===== src/hdl/tksd_pkg.sv =====
// ----------------------------------------------------------------------------
// tksd_pkg
// Shared types and codes for the terminal key sequence decoder.
// ----------------------------------------------------------------------------
package tksd_pkg;

    localparam int unsigned BYTE_W = 8;
    localparam int unsigned TYPE_W = 4;
    localparam int unsigned MOD_W  = 2;
    localparam int unsigned CHAR_W = 7;
    localparam int unsigned KEY_W  = TYPE_W + MOD_W + CHAR_W;
    localparam int unsigned OUT_W  = ((KEY_W + 7) / 8) * 8;

    // Key type codes
    localparam logic [TYPE_W-1:0] KT_NONE      = 4'd0;
    localparam logic [TYPE_W-1:0] KT_LEFT      = 4'd1;
    localparam logic [TYPE_W-1:0] KT_RIGHT     = 4'd2;
    localparam logic [TYPE_W-1:0] KT_UP        = 4'd3;
    localparam logic [TYPE_W-1:0] KT_DOWN      = 4'd4;
    localparam logic [TYPE_W-1:0] KT_HOME      = 4'd5;
    localparam logic [TYPE_W-1:0] KT_END       = 4'd6;
    localparam logic [TYPE_W-1:0] KT_BACKSPACE = 4'd7;
    localparam logic [TYPE_W-1:0] KT_RETURN    = 4'd8;
    localparam logic [TYPE_W-1:0] KT_TAB       = 4'd9;
    localparam logic [TYPE_W-1:0] KT_TEXT      = 4'd10;

    // Modifier bits
    localparam logic [MOD_W-1:0] MOD_NONE    = 2'b00;
    localparam logic [MOD_W-1:0] MOD_SHIFT   = 2'b01;
    localparam logic [MOD_W-1:0] MOD_CONTROL = 2'b10;
    localparam logic [MOD_W-1:0] MOD_BOTH    = 2'b11;

    // Byte codes
    localparam logic [BYTE_W-1:0] CH_ESC  = 8'h1B;
    localparam logic [BYTE_W-1:0] CH_DEL  = 8'h7F;
    localparam logic [BYTE_W-1:0] CH_LF   = 8'h0A;
    localparam logic [BYTE_W-1:0] CH_TAB  = 8'h09;
    localparam logic [BYTE_W-1:0] CH_LBRK = 8'h5B;
    localparam logic [BYTE_W-1:0] CH_SEMI = 8'h3B;
    localparam logic [BYTE_W-1:0] CH_1    = 8'h31;
    localparam logic [BYTE_W-1:0] CH_2    = 8'h32;
    localparam logic [BYTE_W-1:0] CH_5    = 8'h35;
    localparam logic [BYTE_W-1:0] CH_6    = 8'h36;
    localparam logic [BYTE_W-1:0] CH_A    = 8'h41;
    localparam logic [BYTE_W-1:0] CH_B    = 8'h42;
    localparam logic [BYTE_W-1:0] CH_C    = 8'h43;
    localparam logic [BYTE_W-1:0] CH_D    = 8'h44;
    localparam logic [BYTE_W-1:0] CH_F    = 8'h46;
    localparam logic [BYTE_W-1:0] CH_H    = 8'h48;
    localparam logic [BYTE_W-1:0] CH_CTRL_LO  = 8'h01;
    localparam logic [BYTE_W-1:0] CH_CTRL_HI  = 8'h1A;
    localparam logic [BYTE_W-1:0] CH_PRINT_LO = 8'h20;
    localparam logic [BYTE_W-1:0] CH_PRINT_HI = 8'h7E;
    localparam logic [BYTE_W-1:0] CTRL_OFFSET = 8'h40;

    typedef struct packed {
        logic [CHAR_W-1:0] text_char;
        logic [MOD_W-1:0]  key_modifier;
        logic [TYPE_W-1:0] key_type;
    } t_key;

    typedef struct packed {
        logic emit;
        t_key key;
    } t_dec_res;

    function automatic logic [TYPE_W-1:0] letter_key(input logic [BYTE_W-1:0] b);
        logic [TYPE_W-1:0] kt;
        case (b)
            CH_D:    kt = KT_LEFT;
            CH_C:    kt = KT_RIGHT;
            CH_A:    kt = KT_UP;
            CH_B:    kt = KT_DOWN;
            CH_H:    kt = KT_HOME;
            CH_F:    kt = KT_END;
            default: kt = KT_NONE;
        endcase
        return kt;
    endfunction

endpackage


===== src/hdl/terminal_key_sequence_decoder.sv =====
// ----------------------------------------------------------------------------
// terminal_key_sequence_decoder
// Decodes raw terminal bytes into keypresses, including ESC [ sequences.
// ----------------------------------------------------------------------------
// One received byte per slave beat. Plain bytes decode at once: DEL gives
// backspace, LF return, TAB tab, 0x01..0x1A control plus letter, printables
// text, anything else a "none" key. ESC opens a sequence (ESC [ x or
// ESC [ 1 ; m x with m = 2 shift, 5 control, 6 both); bytes inside a sequence
// give no beat until it completes or breaks off, and a broken sequence gives
// one "none" key. Each byte passes through an input register, the decode
// logic and the result register; one byte per clock is sustained unless
// m_tready stalls. The only stall comes from m_tready: with the result
// register full and not taken, a byte that would produce a key waits in the
// input register.
module terminal_key_sequence_decoder (
    input  logic                          i_clk,
    input  logic                          i_rst_n,
    input  logic                          s_tvalid,
    output logic                          s_tready,
    input  logic [tksd_pkg::BYTE_W-1:0]   s_tdata,   // [7:0] rx_byte
    output logic                          m_tvalid,
    input  logic                          m_tready,
    output logic [tksd_pkg::OUT_W-1:0]    m_tdata    // [3:0] key_type,
                                                     // [5:4] key_modifier,
                                                     // [12:6] text_char,
                                                     // [15:13] zero
);
    import tksd_pkg::*;

    logic              r_in_valid;
    logic [BYTE_W-1:0] r_in_byte;
    t_dec_res          dec_res;
    logic              out_room;
    logic              adv;

    // byte in the input register leaves when it either makes no key or
    // the result register can take its key
    assign adv      = r_in_valid && (!dec_res.emit || out_room);
    assign s_tready = !r_in_valid || adv;

    always_ff @(posedge i_clk) begin
        if (!i_rst_n) begin
            r_in_valid <= 1'b0;
        end else if (s_tready) begin
            r_in_valid <= s_tvalid;
        end
    end

    always_ff @(posedge i_clk) begin
        if (s_tready && s_tvalid) begin
            r_in_byte <= s_tdata;
        end
    end

    tksd_decode u_decode (
        .i_clk   (i_clk),
        .i_rst_n (i_rst_n),
        .i_adv   (adv),
        .i_byte  (r_in_byte),
        .o_res   (dec_res)
    );

    tksd_out_reg u_out (
        .i_clk    (i_clk),
        .i_rst_n  (i_rst_n),
        .i_load   (adv && dec_res.emit),
        .i_key    (dec_res.key),
        .o_room   (out_room),
        .m_tvalid (m_tvalid),
        .m_tready (m_tready),
        .m_tdata  (m_tdata)
    );

endmodule


===== src/hdl/tksd_decode.sv =====
// ----------------------------------------------------------------------------
// tksd_decode
// Parser state and per-byte decode into an optional key result.
// ----------------------------------------------------------------------------
module tksd_decode (
    input  logic                          i_clk,
    input  logic                          i_rst_n,
    input  logic                          i_adv,   // consume i_byte this cycle
    input  logic [tksd_pkg::BYTE_W-1:0]   i_byte,
    output tksd_pkg::t_dec_res            o_res
);
    import tksd_pkg::*;

    typedef enum logic [2:0] {
        PH_IDLE = 3'd0,
        PH_ESC  = 3'd1,
        PH_CSI  = 3'd2,
        PH_ONE  = 3'd3,
        PH_SEMI = 3'd4,
        PH_MOD  = 3'd5
    } t_phase;

    t_phase            r_phase, n_phase;
    logic [MOD_W-1:0]  r_mod,   n_mod;
    t_dec_res          res;

    always_comb begin
        n_phase  = PH_IDLE;
        n_mod    = MOD_NONE;
        res.emit = 1'b1;
        res.key  = '{text_char: '0, key_modifier: MOD_NONE, key_type: KT_NONE};
        case (r_phase)
            PH_ESC: begin
                if (i_byte == CH_LBRK) begin
                    n_phase  = PH_CSI;
                    res.emit = 1'b0;
                end
            end
            PH_CSI: begin
                if (i_byte == CH_1) begin
                    n_phase  = PH_ONE;
                    res.emit = 1'b0;
                end else begin
                    res.key.key_type = letter_key(i_byte);
                end
            end
            PH_ONE: begin
                if (i_byte == CH_SEMI) begin
                    n_phase  = PH_SEMI;
                    res.emit = 1'b0;
                end
            end
            PH_SEMI: begin
                if (i_byte == CH_2 || i_byte == CH_5 || i_byte == CH_6) begin
                    n_phase  = PH_MOD;
                    res.emit = 1'b0;
                    n_mod    = (i_byte == CH_2) ? MOD_SHIFT :
                               (i_byte == CH_5) ? MOD_CONTROL : MOD_BOTH;
                end
            end
            PH_MOD: begin
                res.key.key_type     = letter_key(i_byte);
                res.key.key_modifier = r_mod;
            end
            default: begin
                // idle
                if (i_byte == CH_ESC) begin
                    n_phase  = PH_ESC;
                    res.emit = 1'b0;
                end else if (i_byte == CH_DEL) begin
                    res.key.key_type = KT_BACKSPACE;
                end else if (i_byte == CH_LF) begin
                    res.key.key_type = KT_RETURN;
                end else if (i_byte == CH_TAB) begin
                    res.key.key_type = KT_TAB;
                end else if (i_byte inside {[CH_CTRL_LO:CH_CTRL_HI]}) begin
                    res.key.key_type     = KT_TEXT;
                    res.key.key_modifier = MOD_CONTROL;
                    res.key.text_char    = CHAR_W'(i_byte + CTRL_OFFSET);
                end else if (i_byte inside {[CH_PRINT_LO:CH_PRINT_HI]}) begin
                    res.key.key_type  = KT_TEXT;
                    res.key.text_char = i_byte[CHAR_W-1:0];
                end
            end
        endcase
    end

    always_ff @(posedge i_clk) begin
        if (!i_rst_n) begin
            r_phase <= PH_IDLE;
            r_mod   <= MOD_NONE;
        end else if (i_adv) begin
            r_phase <= n_phase;
            r_mod   <= n_mod;
        end
    end

    assign o_res = res;

endmodule


===== src/hdl/tksd_out_reg.sv =====
// ----------------------------------------------------------------------------
// tksd_out_reg
// Result register on the master side; holds a key beat until taken.
// ----------------------------------------------------------------------------
module tksd_out_reg (
    input  logic                         i_clk,
    input  logic                         i_rst_n,
    input  logic                         i_load,
    input  tksd_pkg::t_key               i_key,
    output logic                         o_room,   // a load this cycle is safe
    output logic                         m_tvalid,
    input  logic                         m_tready,
    output logic [tksd_pkg::OUT_W-1:0]   m_tdata
);
    import tksd_pkg::*;

    logic r_valid;
    t_key r_key;

    assign o_room = !r_valid || m_tready;

    always_ff @(posedge i_clk) begin
        if (!i_rst_n) begin
            r_valid <= 1'b0;
        end else if (i_load) begin
            r_valid <= 1'b1;
        end else if (m_tready) begin
            r_valid <= 1'b0;
        end
    end

    always_ff @(posedge i_clk) begin
        if (i_load) begin
            r_key <= i_key;
        end
    end

    assign m_tvalid = r_valid;
    assign m_tdata  = OUT_W'(r_key);

endmodule


===== config.mk =====
export PLATFORM = sky130hd
export DESIGN_NAME = terminal_key_sequence_decoder
export DESIGN_NICKNAME = d
export VERILOG_FILES = /design/src/hdl/tksd_pkg.sv /design/src/hdl/terminal_key_sequence_decoder.sv /design/src/hdl/tksd_decode.sv /design/src/hdl/tksd_out_reg.sv
export SDC_FILE = /design/constraint.sdc
export NUM_CORES = 1
export LEC_CHECK = 0
export ABC_AREA = 1
export BUFFER_PORTS_ARGS = -buffer_cell sky130_fd_sc_hd__buf_2
export CORE_AREA = 2 2 75 59
export DETAILED_ROUTE_END_ITERATION = 7
export DIE_AREA = 0 0 77 61
export HOLD_SLACK_MARGIN = 0.12
export PLACE_DENSITY = 0.59
export SLEW_MARGIN = 20
export SYNTH_ARGS = -nofsm -noshare
export SYNTH_HDL_FRONTEND = slang
export SYNTH_SLANG_ARGS = --single-unit

===== constraint.sdc =====
create_clock -name i_clk -period 2.3 [get_ports i_clk]
set_input_delay 0.23 -clock i_clk [delete_from_list [all_inputs] [get_ports i_clk]]
set_output_delay 0.23 -clock i_clk [all_outputs]
set_load 0.005 [all_outputs]

==> impl.org <==
** Worst setup path
- The critical path goes through inv_1 > nand2_1 > nor2_4 > nand3_1 > nand2_2 > nand4_4 > nand3_1 > buf_2.
- In this run the critical register-to-register path is captured at r_in_byte[1].
- Kind of end point of the critical path :: primary output
- R2r startpoint :: r_in_byte[2]
- Path depth of the worst reg2reg path :: 9
- Element type at the critical path start :: register
- Critical path required time :: roughly 2.1 ns
- In this design, the stage delay of the slowest critical-path cell is 0.39 ns.
- The setup check on the worst reg-to-reg path leaves a slack of 0.30 ns.
- Most prevalent standard cell on the critical path :: sky130_fd_sc_hd__nand3_1
- Critical path type :: register to primary output
- At the worst endpoint, the arrival time is roughly 1.8 ns.
- Maximum fanout encountered on the critical timing path :: 5
- CP max-delay cell :: sky130_fd_sc_hd__edfxtp_1

** Min path
- Min-Delay Endpoint :: r_in_byte[3]
- Type of the tightest min-delay check :: primary input to register
- Hold Path Stages :: 1
- The worst hold path begins at s_tdata[3].

** Drt
- Antenna-violating nets left :: 0
- Via-per-instance ratio :: 4.587
- TritonRoute pass-1 iters :: 4
- Vias :: 1266
- # DRC :: 0
- Average detailed-routed wire length per instance :: between 10 and 15 um
- Final routed wirelength across all metal layers :: 2935 um
- The detailed router finished its first iteration with 83 violations.

** Clock tree
- The clock net in this run drives a total of 28 sinks.
- For the worst-skew pair, the clock arrives at the later sink with an insertion delay of 0.28 ns.
- CTS placed an instance of sky130_fd_sc_hd__clkbuf_8 at the clock tree root.
- After clock tree synthesis, the clock-pin slew on the worst setup and hold paths is about 0.09 ns.
- In this run, post-CTS repair resized a total of 0 instances.
- Clock buffer depth :: 2
- Post-CTS timing repair inserted 0 buffers for setup.
- Count of H-tree levels built during CTS :: 1
- Buffers inserted during clock tree synthesis total 3.
- TritonCTS built the clock tree.
- Number of buffers inserted for hold repair after clock tree synthesis :: 5

** Finish
- The repair_antennas step left the layout with diodes totalling 0.
- Nets :: about 230
- Top library cells by usage in the layout, fill and taps aside :: sky130_fd_sc_hd__nand2_1, sky130_fd_sc_hd__buf_2, sky130_fd_sc_hd__nor2_1
- Synth-to-layout area growth :: 22.56%
- Most common library cell in the layout ignoring fill and taps :: sky130_fd_sc_hd__nand2_1
- Layout cells sized above 1 :: 22.17%
- Cells fill 46.93% of the core in the end.
- Leaving out filler cells and counting taps, the final layout contains 276.

** GRT
- Global routing finished with a remaining overflow of 0.
- The number of global-route vias before repair was 1121.
- Global routing consumed, over all layers together, 14.03% of the routing resources.
- Global-route wire length before repair :: 5112 um
- The initial antenna violation count is 0.
- Entering global routing, the biggest net connects 17 pins.

** Timing
- For the pin with the worst max-slew slack, the measured transition is between 0.5 and 0.6 ns.
- Max Fclk :: 493.6 MHz
- The smallest clock period supported by the final layout is computed as 2.026 ns.
- Final hold violation count :: 0
- In the final timing run, aggregate negative setup slack is 0 ns.
- Setup repair after global routing missed its margin :: false
- The worst path uses 88.08% of the clock period.
- Worst max-slew margin expressed relative to the limit :: 63.00%
- Total of endpoints with negative setup slack in the final report :: 0
- Setup skew after layout :: about 0.0016 ns
- The final number of max-transition violations is 0.

** Yosys
- Of the synthesized area, sequential elements account for 50.91%.
- Flops & latches, synth :: 28
- Counting distinct cell types in the post-synthesis netlist gives 26.
- In the post-synthesis netlist, the biggest area contributors are sky130_fd_sc_hd__edfxtp_1, sky130_fd_sc_hd__nand2_1, sky130_fd_sc_hd__dfxtp_1.
- During synthesis, Yosys emitted a total of 0 warnings.
- The biggest area contributor in the post-synthesis netlist is sky130_fd_sc_hd__edfxtp_1.
- The synthesized design devotes to its leading area cell type 41.65% of total area.
- Post-Syn Area :: 1514 um2
- Mean post-synth cell area :: 8.228 um2
- Synthesis produced approximately 180 cells.

** Pwr
- Power Density :: roughly 620 nW/um2
- Static power due to leakage :: 0.7936 nW
- Total power draw :: between 1 and 1.5 mW
- The worst-case IR drop observed on VDD is 0.3320 mV.

** Floorplanning
- The floorplan step defined a core boundary enclosing between 3000 and 4000 um2.
- Vert. Die Dim :: 61 um
- Site Rows :: 20
- Chip width :: 77 um
- In this run the count of I/O pins placed on the die edge is 30.
- Die Area :: 4697 um2
- The initial utilization of the core area, before any placement, comes to roughly two fifths.

** Placement
- Counting tap cells, the placed design contains a total of approximately 270 instances.
- Count of buffers inserted at the top-level ports :: 26
- Detailed placement finished with a half-perimeter wire length of between 2000 and 2500 um.
- RePlAce Congestion :: between 0.8 and 0.9

** Job
- Across the run, the number of max-cap violations was 0.

** Outcome
- The run finished with clean final reports.
[cell type report]
type                       count  area (um2)
clock buffer                   3       41.29
clock inverter                 1       30.03
fill                         410        2098
inverter                      26       97.59
multi-input combinational    127       614.3
sequential                    28       770.7
tap                           55       68.82
timing repair buffer          36       232.7
[Yosys cell counts (all sizes together)]
cell type,count
nand2,43
nor2,27
inv,25
edfxtp,21
nand3,18
nor3,12
a21oi,9
dfxtp,7
o21ai,7
buf,5
nand4,4
a31oi,1
and3,1
clkinv,1
conb,1
nor4,1
o21bai,1
[through the flow]
step                      area, um2  setup slack [ns]  hold slack, ns
final                          1856            0.2741          0.1250
after global routing           1856           0.08954          0.1223
after CTS                      1846            0.2521          0.1204
after detailed placement       1724            0.2948          0.4081
after global placement         1724            0.2402          0.4060
after floorplan                1521            0.3151          0.3289
[power breakdown]
part           total [mW]  internal, mW  switching, mW  leakage [nW]
clock               0.387         0.233          0.154        0.0357
sequential          0.599         0.579         0.0193         0.262
combinational       0.168        0.0664          0.101         0.496
total                1.15         0.879          0.274         0.794
[registers in the layout, indices dropped and copies added (netlist names)]
register,cells
u_out.m_tdata,13
r_in_byte,8
u_decode.r_phase,3
u_decode.r_mod,2
r_in_valid,1
u_out.m_tvalid,1
[cells by family after synthesis]
family                 Yosys count  share of synthesized area [%]
buffers and inverters           31                          9.008
flip-flops                      28                          50.91
AND/OR/NAND/NOR                106                          33.64
AO/OA/AOI/OAI                   18                          6.198
other                            1                         0.2477
[worst max path at each step]
stage                       from                 to  cells past startpoint  slack [ns]
global route        r_in_byte[2]       r_in_byte[6]                      9        0.09
finish              r_in_byte[2]           s_tready                      8        0.27
global placement    r_in_byte[2]  u_out.m_tdata[10]                     10        0.24
CTS                 r_in_byte[2]           s_tready                      8        0.25
floorplan           r_in_byte[7]   u_out.m_tdata[0]                     10        0.32
detailed placement  r_in_byte[2]       r_in_byte[7]                      9        0.29
[worst max-delay path: cells and delay by family, from the launching register on]
kind / cells / cell delay [ns]
buffers and inverters: 2 / 0.29
flip-flops: 1 / 0.39
AND/OR/NAND/NOR: 6 / 0.83
[per-layer routing]
layer	vias up	track usage [%]	part of all wire, %
li1	674	-	-
met1	546	20.24	51
met2	42	21.55	40
met3	4	3.274	7.0
met4	0	3.827	1.1
met5	-	0	0
Note: power is estimated with default switching activity, not from simulation.
